==> config.mk <==
export PLATFORM = sky130hd
export DESIGN_NAME = tcb_ctrl
export DESIGN_NICKNAME = d
export VERILOG_FILES = /design/src/hw/rtl/tcb_pkg.sv /design/src/hw/rtl/tcb_ctrl.sv
export SDC_FILE = /design/constraint.sdc
export NUM_CORES = 1
export LEC_CHECK = 0
export BUFFER_PORTS_ARGS = -buffer_cell sky130_fd_sc_hd__buf_4
export CAP_MARGIN = 20
export CELL_PAD_IN_SITES_DETAIL_PLACEMENT = 0
export CELL_PAD_IN_SITES_GLOBAL_PLACEMENT = 1
export CORE_ASPECT_RATIO = 1.4
export CORE_MARGIN = 4
export CORE_UTILIZATION = 32
export CTS_CLUSTER_DIAMETER = 120
export DETAILED_ROUTE_END_ITERATION = 10
export PLACE_DENSITY_LB_ADDON = 0.12
export SYNTH_ARGS = -nofsm -noshare
export SYNTH_HDL_FRONTEND = slang
export SYNTH_SLANG_ARGS = --single-unit
==> constraint.sdc <==
create_clock -name clk -period 2.49 [get_ports clk]
set_input_delay 0.747 -clock clk [delete_from_list [all_inputs] [get_ports clk]]
set_output_delay 0.747 -clock clk [all_outputs]
set_load 0.02 [all_outputs]
==> src/hw/rtl/tcb_pkg.sv <==
// ----------------------------------------------------------------------------
// tcb_pkg
// Shared codes and controller/datapath interface types for the character-cell
// text buffer with caret.
// ----------------------------------------------------------------------------
package tcb_pkg;

    // Item function codes.
    localparam logic [1:0] FUNC_KEY  = 2'd0;
    localparam logic [1:0] FUNC_CHAR = 2'd1;
    localparam logic [1:0] FUNC_READ = 2'd2;

    // Key codes.
    localparam logic [3:0] KEY_HOME   = 4'd0;
    localparam logic [3:0] KEY_END    = 4'd1;
    localparam logic [3:0] KEY_PGUP   = 4'd2;
    localparam logic [3:0] KEY_PGDN   = 4'd3;
    localparam logic [3:0] KEY_LEFT   = 4'd4;
    localparam logic [3:0] KEY_RIGHT  = 4'd5;
    localparam logic [3:0] KEY_UP     = 4'd6;
    localparam logic [3:0] KEY_DOWN   = 4'd7;
    localparam logic [3:0] KEY_DELETE = 4'd8;

    // Character codes with special handling.
    localparam logic [15:0] CH_BS    = 16'd8;
    localparam logic [15:0] CH_TAB   = 16'd9;
    localparam logic [15:0] CH_LF    = 16'd10;
    localparam logic [15:0] CH_CR    = 16'd13;
    localparam logic [15:0] CH_ESC   = 16'd27;
    localparam logic [15:0] CH_SPACE = 16'h0020;

    // Tab stops fall on multiples of this column count.
    localparam int TAB_WIDTH = 8;

    // Configuration register indexes.
    localparam logic REG_COLS = 1'b0;
    localparam logic REG_ROWS = 1'b1;

    // Commands from the controller to the datapath.
    typedef struct packed {
        logic accept;      // latch the incoming request
        logic key_move;    // apply a caret movement key
        logic rd_cell;     // read the requested cell
        logic load_space;  // result data becomes space
        logic load_rdata;  // result data becomes the cell just read
        logic put;         // store a character at the caret and advance
        logic ctl_char;    // apply line feed or return
        logic bs_move;     // move the caret one column left
        logic del_start;   // start a row shift at the (next) caret column
        logic del_rd;      // read the cell right of the shift index
        logic del_wr;      // write the read cell at the shift index
        logic del_tail;    // write space into the last column of the row
        logic rep_dec;     // one repetition done
        logic clr_start;   // start a clearing sweep and home the caret
        logic clr_step;    // clear one cell of the sweep
        logic out_load;    // load the result register
    } tcb_cmd_t;

    // Status from the datapath to the controller.
    typedef struct packed {
        logic [1:0] func;
        logic       key_is_move;
        logic       key_is_del;
        logic       is_esc;
        logic       is_bs;
        logic       is_tab;
        logic       is_ctl;
        logic       reps_zero;
        logic       reps_last;
        logic       read_ok;
        logic       bs_ok;
        logic       tab_stop;
        logic       shift_more;
        logic       clr_last;
    } tcb_status_t;

endpackage

==> src/hw/rtl/tcb_ctrl.sv <==
// ----------------------------------------------------------------------------
// tcb_ctrl
// Controller state machine: sequences clearing sweeps, caret moves, character
// repetitions, row shifts and cell reads, and owns the handshake flags.
// ----------------------------------------------------------------------------
module tcb_ctrl
(
    input  logic                 clk,
    input  logic                 rst_n,
    input  logic                 in_valid,
    output logic                 in_stall,
    output logic                 out_valid,
    input  logic                 out_stall,
    input  logic                 cfg_we,
    input  tcb_pkg::tcb_status_t status,
    output tcb_pkg::tcb_cmd_t    cmd
);
    import tcb_pkg::*;

    typedef enum logic [7:0] {
        ST_CLEAR    = 8'b0000_0001,
        ST_IDLE     = 8'b0000_0010,
        ST_DISPATCH = 8'b0000_0100,
        ST_CHAR     = 8'b0000_1000,
        ST_DEL_RD   = 8'b0001_0000,
        ST_DEL_WR   = 8'b0010_0000,
        ST_READ     = 8'b0100_0000,
        ST_DONE     = 8'b1000_0000
    } state_t;

    state_t state_reg, state_next;
    logic   clr_ret_reg, clr_ret_next;
    logic   out_valid_reg, out_valid_next;
    logic   accept;

    // A request is taken only in idle and never together with a register write.
    assign in_stall  = (state_reg != ST_IDLE) || cfg_we;
    assign accept    = in_valid && !in_stall;
    assign out_valid = out_valid_reg;

    // Next state and command decode.
    always_comb
    begin
        state_next   = state_reg;
        clr_ret_next = clr_ret_reg;
        cmd          = '0;
        cmd.accept   = accept;

        case (state_reg)
            ST_CLEAR:
            begin
                if (cfg_we)
                begin
                    cmd.clr_start = 1'b1;
                    clr_ret_next  = 1'b0;
                end
                else
                begin
                    cmd.clr_step = 1'b1;
                    if (status.clr_last)
                    begin
                        state_next = clr_ret_reg ? ST_DONE : ST_IDLE;
                    end
                end
            end

            ST_IDLE:
            begin
                if (cfg_we)
                begin
                    cmd.clr_start = 1'b1;
                    clr_ret_next  = 1'b0;
                    state_next    = ST_CLEAR;
                end
                else if (accept)
                begin
                    state_next = ST_DISPATCH;
                end
            end

            ST_DISPATCH:
            begin
                state_next = ST_DONE;
                case (status.func)
                    FUNC_KEY:
                    begin
                        if (status.key_is_move)
                        begin
                            cmd.key_move = 1'b1;
                        end
                        else if (status.key_is_del)
                        begin
                            cmd.del_start = 1'b1;
                            state_next    = ST_DEL_RD;
                        end
                    end
                    FUNC_CHAR:
                    begin
                        if (!status.reps_zero)
                        begin
                            state_next = ST_CHAR;
                        end
                    end
                    FUNC_READ:
                    begin
                        if (status.read_ok)
                        begin
                            cmd.rd_cell = 1'b1;
                            state_next  = ST_READ;
                        end
                        else
                        begin
                            cmd.load_space = 1'b1;
                        end
                    end
                    default:
                    begin
                        state_next = ST_DONE;
                    end
                endcase
            end

            // One application of the character per pass, tab may take several.
            ST_CHAR:
            begin
                if (status.is_esc)
                begin
                    cmd.clr_start = 1'b1;
                    clr_ret_next  = 1'b1;
                    state_next    = ST_CLEAR;
                end
                else if (status.is_bs && status.bs_ok)
                begin
                    cmd.bs_move   = 1'b1;
                    cmd.del_start = 1'b1;
                    state_next    = ST_DEL_RD;
                end
                else
                begin
                    cmd.put      = !status.is_bs && !status.is_ctl;
                    cmd.ctl_char = status.is_ctl;
                    if (!status.is_tab || status.tab_stop)
                    begin
                        if (status.reps_last)
                        begin
                            state_next = ST_DONE;
                        end
                        else
                        begin
                            cmd.rep_dec = 1'b1;
                        end
                    end
                end
            end

            ST_DEL_RD:
            begin
                if (status.shift_more)
                begin
                    cmd.del_rd = 1'b1;
                    state_next = ST_DEL_WR;
                end
                else
                begin
                    cmd.del_tail = 1'b1;
                    if (status.func == FUNC_CHAR && !status.reps_last)
                    begin
                        cmd.rep_dec = 1'b1;
                        state_next  = ST_CHAR;
                    end
                    else
                    begin
                        state_next = ST_DONE;
                    end
                end
            end

            ST_DEL_WR:
            begin
                cmd.del_wr = 1'b1;
                state_next = ST_DEL_RD;
            end

            ST_READ:
            begin
                cmd.load_rdata = 1'b1;
                state_next     = ST_DONE;
            end

            // Wait for the result register to be free.
            ST_DONE:
            begin
                if (!out_valid_reg || !out_stall)
                begin
                    cmd.out_load = 1'b1;
                    state_next   = ST_IDLE;
                end
            end

            default:
            begin
                state_next = ST_IDLE;
            end
        endcase
    end

    // Result valid flag.
    always_comb
    begin
        out_valid_next = out_valid_reg;
        if (cmd.out_load)
        begin
            out_valid_next = 1'b1;
        end
        else if (out_valid_reg && !out_stall)
        begin
            out_valid_next = 1'b0;
        end
    end

    // Reset starts with a clearing sweep of the screen.
    always_ff @(posedge clk or negedge rst_n)
    begin
        if (!rst_n)
        begin
            state_reg     <= ST_CLEAR;
            clr_ret_reg   <= 1'b0;
            out_valid_reg <= 1'b0;
        end
        else
        begin
            state_reg     <= state_next;
            clr_ret_reg   <= clr_ret_next;
            out_valid_reg <= out_valid_next;
        end
    end

endmodule

# ---- Word level (Yosys, flattened, before mapping)
# Index checks and enable logic that the tools add are counted.
dict set report word_totals {
  in_bits 20
  regBits 10
  output_inout_bits 18
  wordCells 99
}
dict set report op_classes {
  reduce_logical 21
  eq_ne 19
  mux 56
}
# cell count
set ops {}
lappend ops {{8-bit two-way mux} 16}
lappend ops {{8-bit case mux with 8 select lines} 1}
lappend ops {{1-bit two-way mux} 27}
lappend ops {{8-bit case mux with 3 select lines} 1}
lappend ops {{8-bit by 1-bit == test with 1-bit output, second input constant} 1}
lappend ops {{8-bit by 2-bit == test with 1-bit output, second input constant} 1}
lappend ops {{8-bit by 3-bit == test with 1-bit output, second input constant} 1}
lappend ops {{8-bit by 4-bit == test with 1-bit output, second input constant} 1}
lappend ops {{8-bit by 5-bit == test with 1-bit output, second input constant} 1}
lappend ops {{8-bit by 6-bit == test with 1-bit output, second input constant} 1}
lappend ops {{8-bit by 7-bit == test with 1-bit output, second input constant} 1}
lappend ops {{8-bit == test, second input constant} 1}
lappend ops {{2-bit two-way mux} 4}
lappend ops {{2-bit inequality test, second input constant} 4}
lappend ops {{4-bit inequality test, second input constant} 2}
lappend ops {{8-bit by 2-bit inequality test with 1-bit output, second input constant} 1}
lappend ops {{1-bit case mux with 2 select lines} 4}
lappend ops {{1-bit logical NOT} 7}
lappend ops {{3-bit two-way mux} 2}
lappend ops {{6-bit AND reduction} 1}
lappend ops {{1-bit logical AND} 5}
lappend ops {{4-bit two-way mux} 1}
lappend ops {{2-bit nonzero test} 2}
lappend ops {{1-bit logical OR} 3}
lappend ops {{7 further kinds} 7}

# ---- Logic depth before layout (Yosys ltp)
dict set report logic_depth {
  word_depth 7
  depth_mapped 5
  ltp_nobuf 5
}

# ---- Least setup slack after synthesis
# No wires, ideal clock.
dict set report synth_path {
  kind {register to output}
  start {reg state_reg[1]}
  end {out cmd[12] in the netlist's numbering}
  setup_slack_ns -0.065
  required_ns 1.743
  t_arrival_ns 1.808
  n_path_buf 0
  stages_incl_launch_ff 4
  cell_sequence {dfrtp_1 nor4_4 nand4b_1 nor4b_1}
}
# element line_no
set synth_rtl {}
lappend synth_rtl {{from (decl)} tcb_ctrl.sv:31} ;# state_t state_reg, state_next;
lappend synth_rtl {{from (signal assigned)} tcb_ctrl.sv:232} ;# state_reg <= state_next;
lappend synth_rtl {{to (decl)} tcb_ctrl.sv:16} ;# output tcb_pkg::tcb_cmd_t cmd

==> qor.yml <==
run_status:
  status: "finished with violations"
  violations: "setup timing"
global_route:
  grt_pass1_wl_um: 4091
  grt_max_degree: 11
  grtUsageTotal_pct: 15.60
  antenna_found_initial: 0
  grt_pass1_vias: 982
  grt_overflow: 0
sta:
  drv_slew: 0
  period_share_pct: 108.5
  skew_ns: 0.009306
  finalWorstSetupSlack_ns: -0.2111
  rsz0062_at_grt: "true"
  finalHoldViolations: 0
  finalWorstPathRequiredPeriod_ns: 2.701
  slew_headroom_pct: 69.58
  fmax_ghz: 0.3702
  finalSetupViolCount: 10
  max_slew.worst_pin.slew_ns: 0.4521
drt:
  ant_nets: 0
  vias: 958
  drt_iter0_markers: 19
  first_pass_iters: 4
  drc: 0
  avgViaCountPerCell: 5.123
  drt_wl_total_um: 2589
  wl_per_cell_um: 13.84
setup_path:
  cp.required_ns: 1.74
  crit_chain: "or4_4, nor4_4, a31o_1, buf_6"
  slowest_stage: "or4_4"
  worst-endpoint-arrival_ns: 1.95
  path_max_fanout: 3
  startpoint_type: "register"
  criticalPathCategory: "register to output pin"
  worst_setup_path_end_kind: "output pin"
  cpPeakStageDelay_ns: 0.58
clock_tree:
  htreeDepth: 1
  clk_pin_slew_ns: 0.08
  cts_root_buffer: "clkbuf_4"
  numCtsBuffers: 3
  ctsHoldBuffers: 0
  clock_sinks: 10
  clock_path_buffers: 2
  insertion_delay_ns: 0.28
  cts_tree: "done"
finish:
  final_area_um2: 1413
  synthToLayoutAreaGrowth_pct: 67.01
  layout-drive-gt1-share_pct: 54.25
  largest_register_ffs: 8
  final_common_cell: "buf_4"
  final_util_pct: 57.19
  antenna_cells: 0
  finalNetCount: 174
  final_cell_mix: "48 x buf_4, 12 x nand2_1, 8 x dfrtp_1"
floorplan:
  die_h_um: 68.83
  coreArea_um2: 2470
  die_area_um2: 3541
  rows: 21
  io_pins: 38
  die_w_um: 51.45
  initial_core_util_pct: 34.25
placed_design:
  hpwl_um: 1975
  place_congestion: 0.8946
  post_dp_cell_area_um2: 1204
  portBuffers: 37
hold_path:
  hp-class: "input port to asynchronous set/reset pin"
power_and_ir_drop:
  pwr_density_cell_nw_per_um2: 607.8
  peakVddDrop_uv: 240.5
  p_leak_nw: 0.6868
synth:
  syn-num-nets: 119
  ys_ff_latch: 10
  netlist_area_um2: 845.8
  yosysWarnings: 0
  avgSynthCellArea_um2: 8.544
  yosysSeqAreaShare_pct: 29.73
  synth_cells: 99
  ys_types: 38
job:
  cap_violations: 0
## worst max-delay path: cells and delay by family (launching register included)
kind                   cells  cell delay [ns]
AO/OA/AOI/OAI              1             0.18
buffers and inverters      1             0.12
AND/OR/NAND/NOR            2             0.93
flip-flops                 1             0.44
## final cells by class
cell class	instances	area, um2
clock buffers	4	36.28
fillers	258	1057
well taps	34	42.54
multi-input cells	81	645.6
flip-flops and latches	10	252.7
inverters	5	18.77
repair buffers	53	416.7
## per-stage QoR
| stage | total power [mW] | hold slack, ns | TNS, ns | setup WS (ns) | instances |
|---|---|---|---|---|---|
| final | 0.8585 | 0.2804 | -1.291 | -0.2111 | 187 |
| after global placement | 0.6350 | 0.4935 | 0 | 0.08608 | 173 |
| after detailed placement | 0.6388 | 0.5003 | 0 | 0.05951 | 173 |
| after global routing | 0.9162 | 0.2863 | -2.261 | -0.2695 | 187 |
| after CTS | 0.8277 | 0.2823 | -1.336 | -0.2107 | 182 |
| after floorplan | 0.4931 | 0.4514 | 0 | 0.009544 | 99 |
## repair_timing
action / in CTS / in global routing
setup buffers: 5 / 5
hold endpoints to repair: 0 / 0
setup endpoints to repair: 13 / 15
gates resized for setup: 7 / 14
pin swaps: 5 / 7
## kinds of logic after synthesis
logic type | after synthesis | share of synthesized area (%)
flops | 10 | 29.73
compound gates | 15 | 13.46
buf+inv | 8 | 4.437
simple gates | 64 | 50.30
xor+xnor | 2 | 2.071
## report_power, final
part | switching, mW | leakage (nW) | internal, mW | total (mW)
Clock | 0.0662 | 0.0210 | 0.0890 | 0.155
Combinational | 0.239 | 0.534 | 0.229 | 0.468
Sequential | 0.0444 | 0.132 | 0.191 | 0.236
Total | 0.349 | 0.687 | 0.509 | 0.859
## synthesized netlist by cell type
cell,n,area (um2)
nor4b_1,3,26.28
nor4_1,2,12.51
nand3_1,4,20.02
o2bb2ai_2,1,15.01
inv_1,5,18.77
o211ai_2,1,12.51
xor2_1,1,8.760
dfstp_2,1,26.28
or4b_1,1,10.01
or2_1,1,6.260
xnor2_1,1,8.760
nor3b_1,2,15.01
clkbuf_1,1,3.750
or2_2,1,6.260
nor3_1,7,35.03
and4b_1,2,20.02
a31o_1,1,8.760
nand4b_1,1,8.760
o2bb2ai_1,1,8.760
a31oi_1,1,6.260
nand3b_1,1,7.510
nor3_2,1,10.01
or3b_2,1,8.760
and3_1,6,37.54
or4_4,2,22.52
nor2_1,7,26.28
nand2_1,13,48.80
o22ai_2,1,12.51
o22ai_1,1,6.260
dfrtp_1,9,225.2
buf_4,2,15.01
nor2b_1,1,6.260
nand2b_1,4,25.02
nor4_4,3,63.81
or2_4,1,8.760
a311oi_1,1,8.760
o21ai_0,2,10.01
a21oi_1,5,25.02
## worst paths after layout
kind,from,to,slack (ns),cells past startpoint
max in group asynchronous,rst_n,state_reg[0],1.99,1
min,rst_n,state_reg[1],0.28,1
max reg2reg,state_reg[0],state_reg[7],0.52,7
min reg2reg,clr_ret_reg,clr_ret_reg,0.52,2
max,state_reg[6],cmd[7],-0.21,4
min in group clk,clr_ret_reg,clr_ret_reg,0.52,2
## layer usage
| layer | GRT usage (%) | share of wire [%] |
|---|---|---|
| met2 | 27.71 | 53 |
| met3 | 1.505 | 4.4 |
| met1 | 18.16 | 41 |
| met4 | 8.852 | 2.2 |
| met5 | 0 | 0 |
Note: power is estimated with default switching activity, not from simulation.
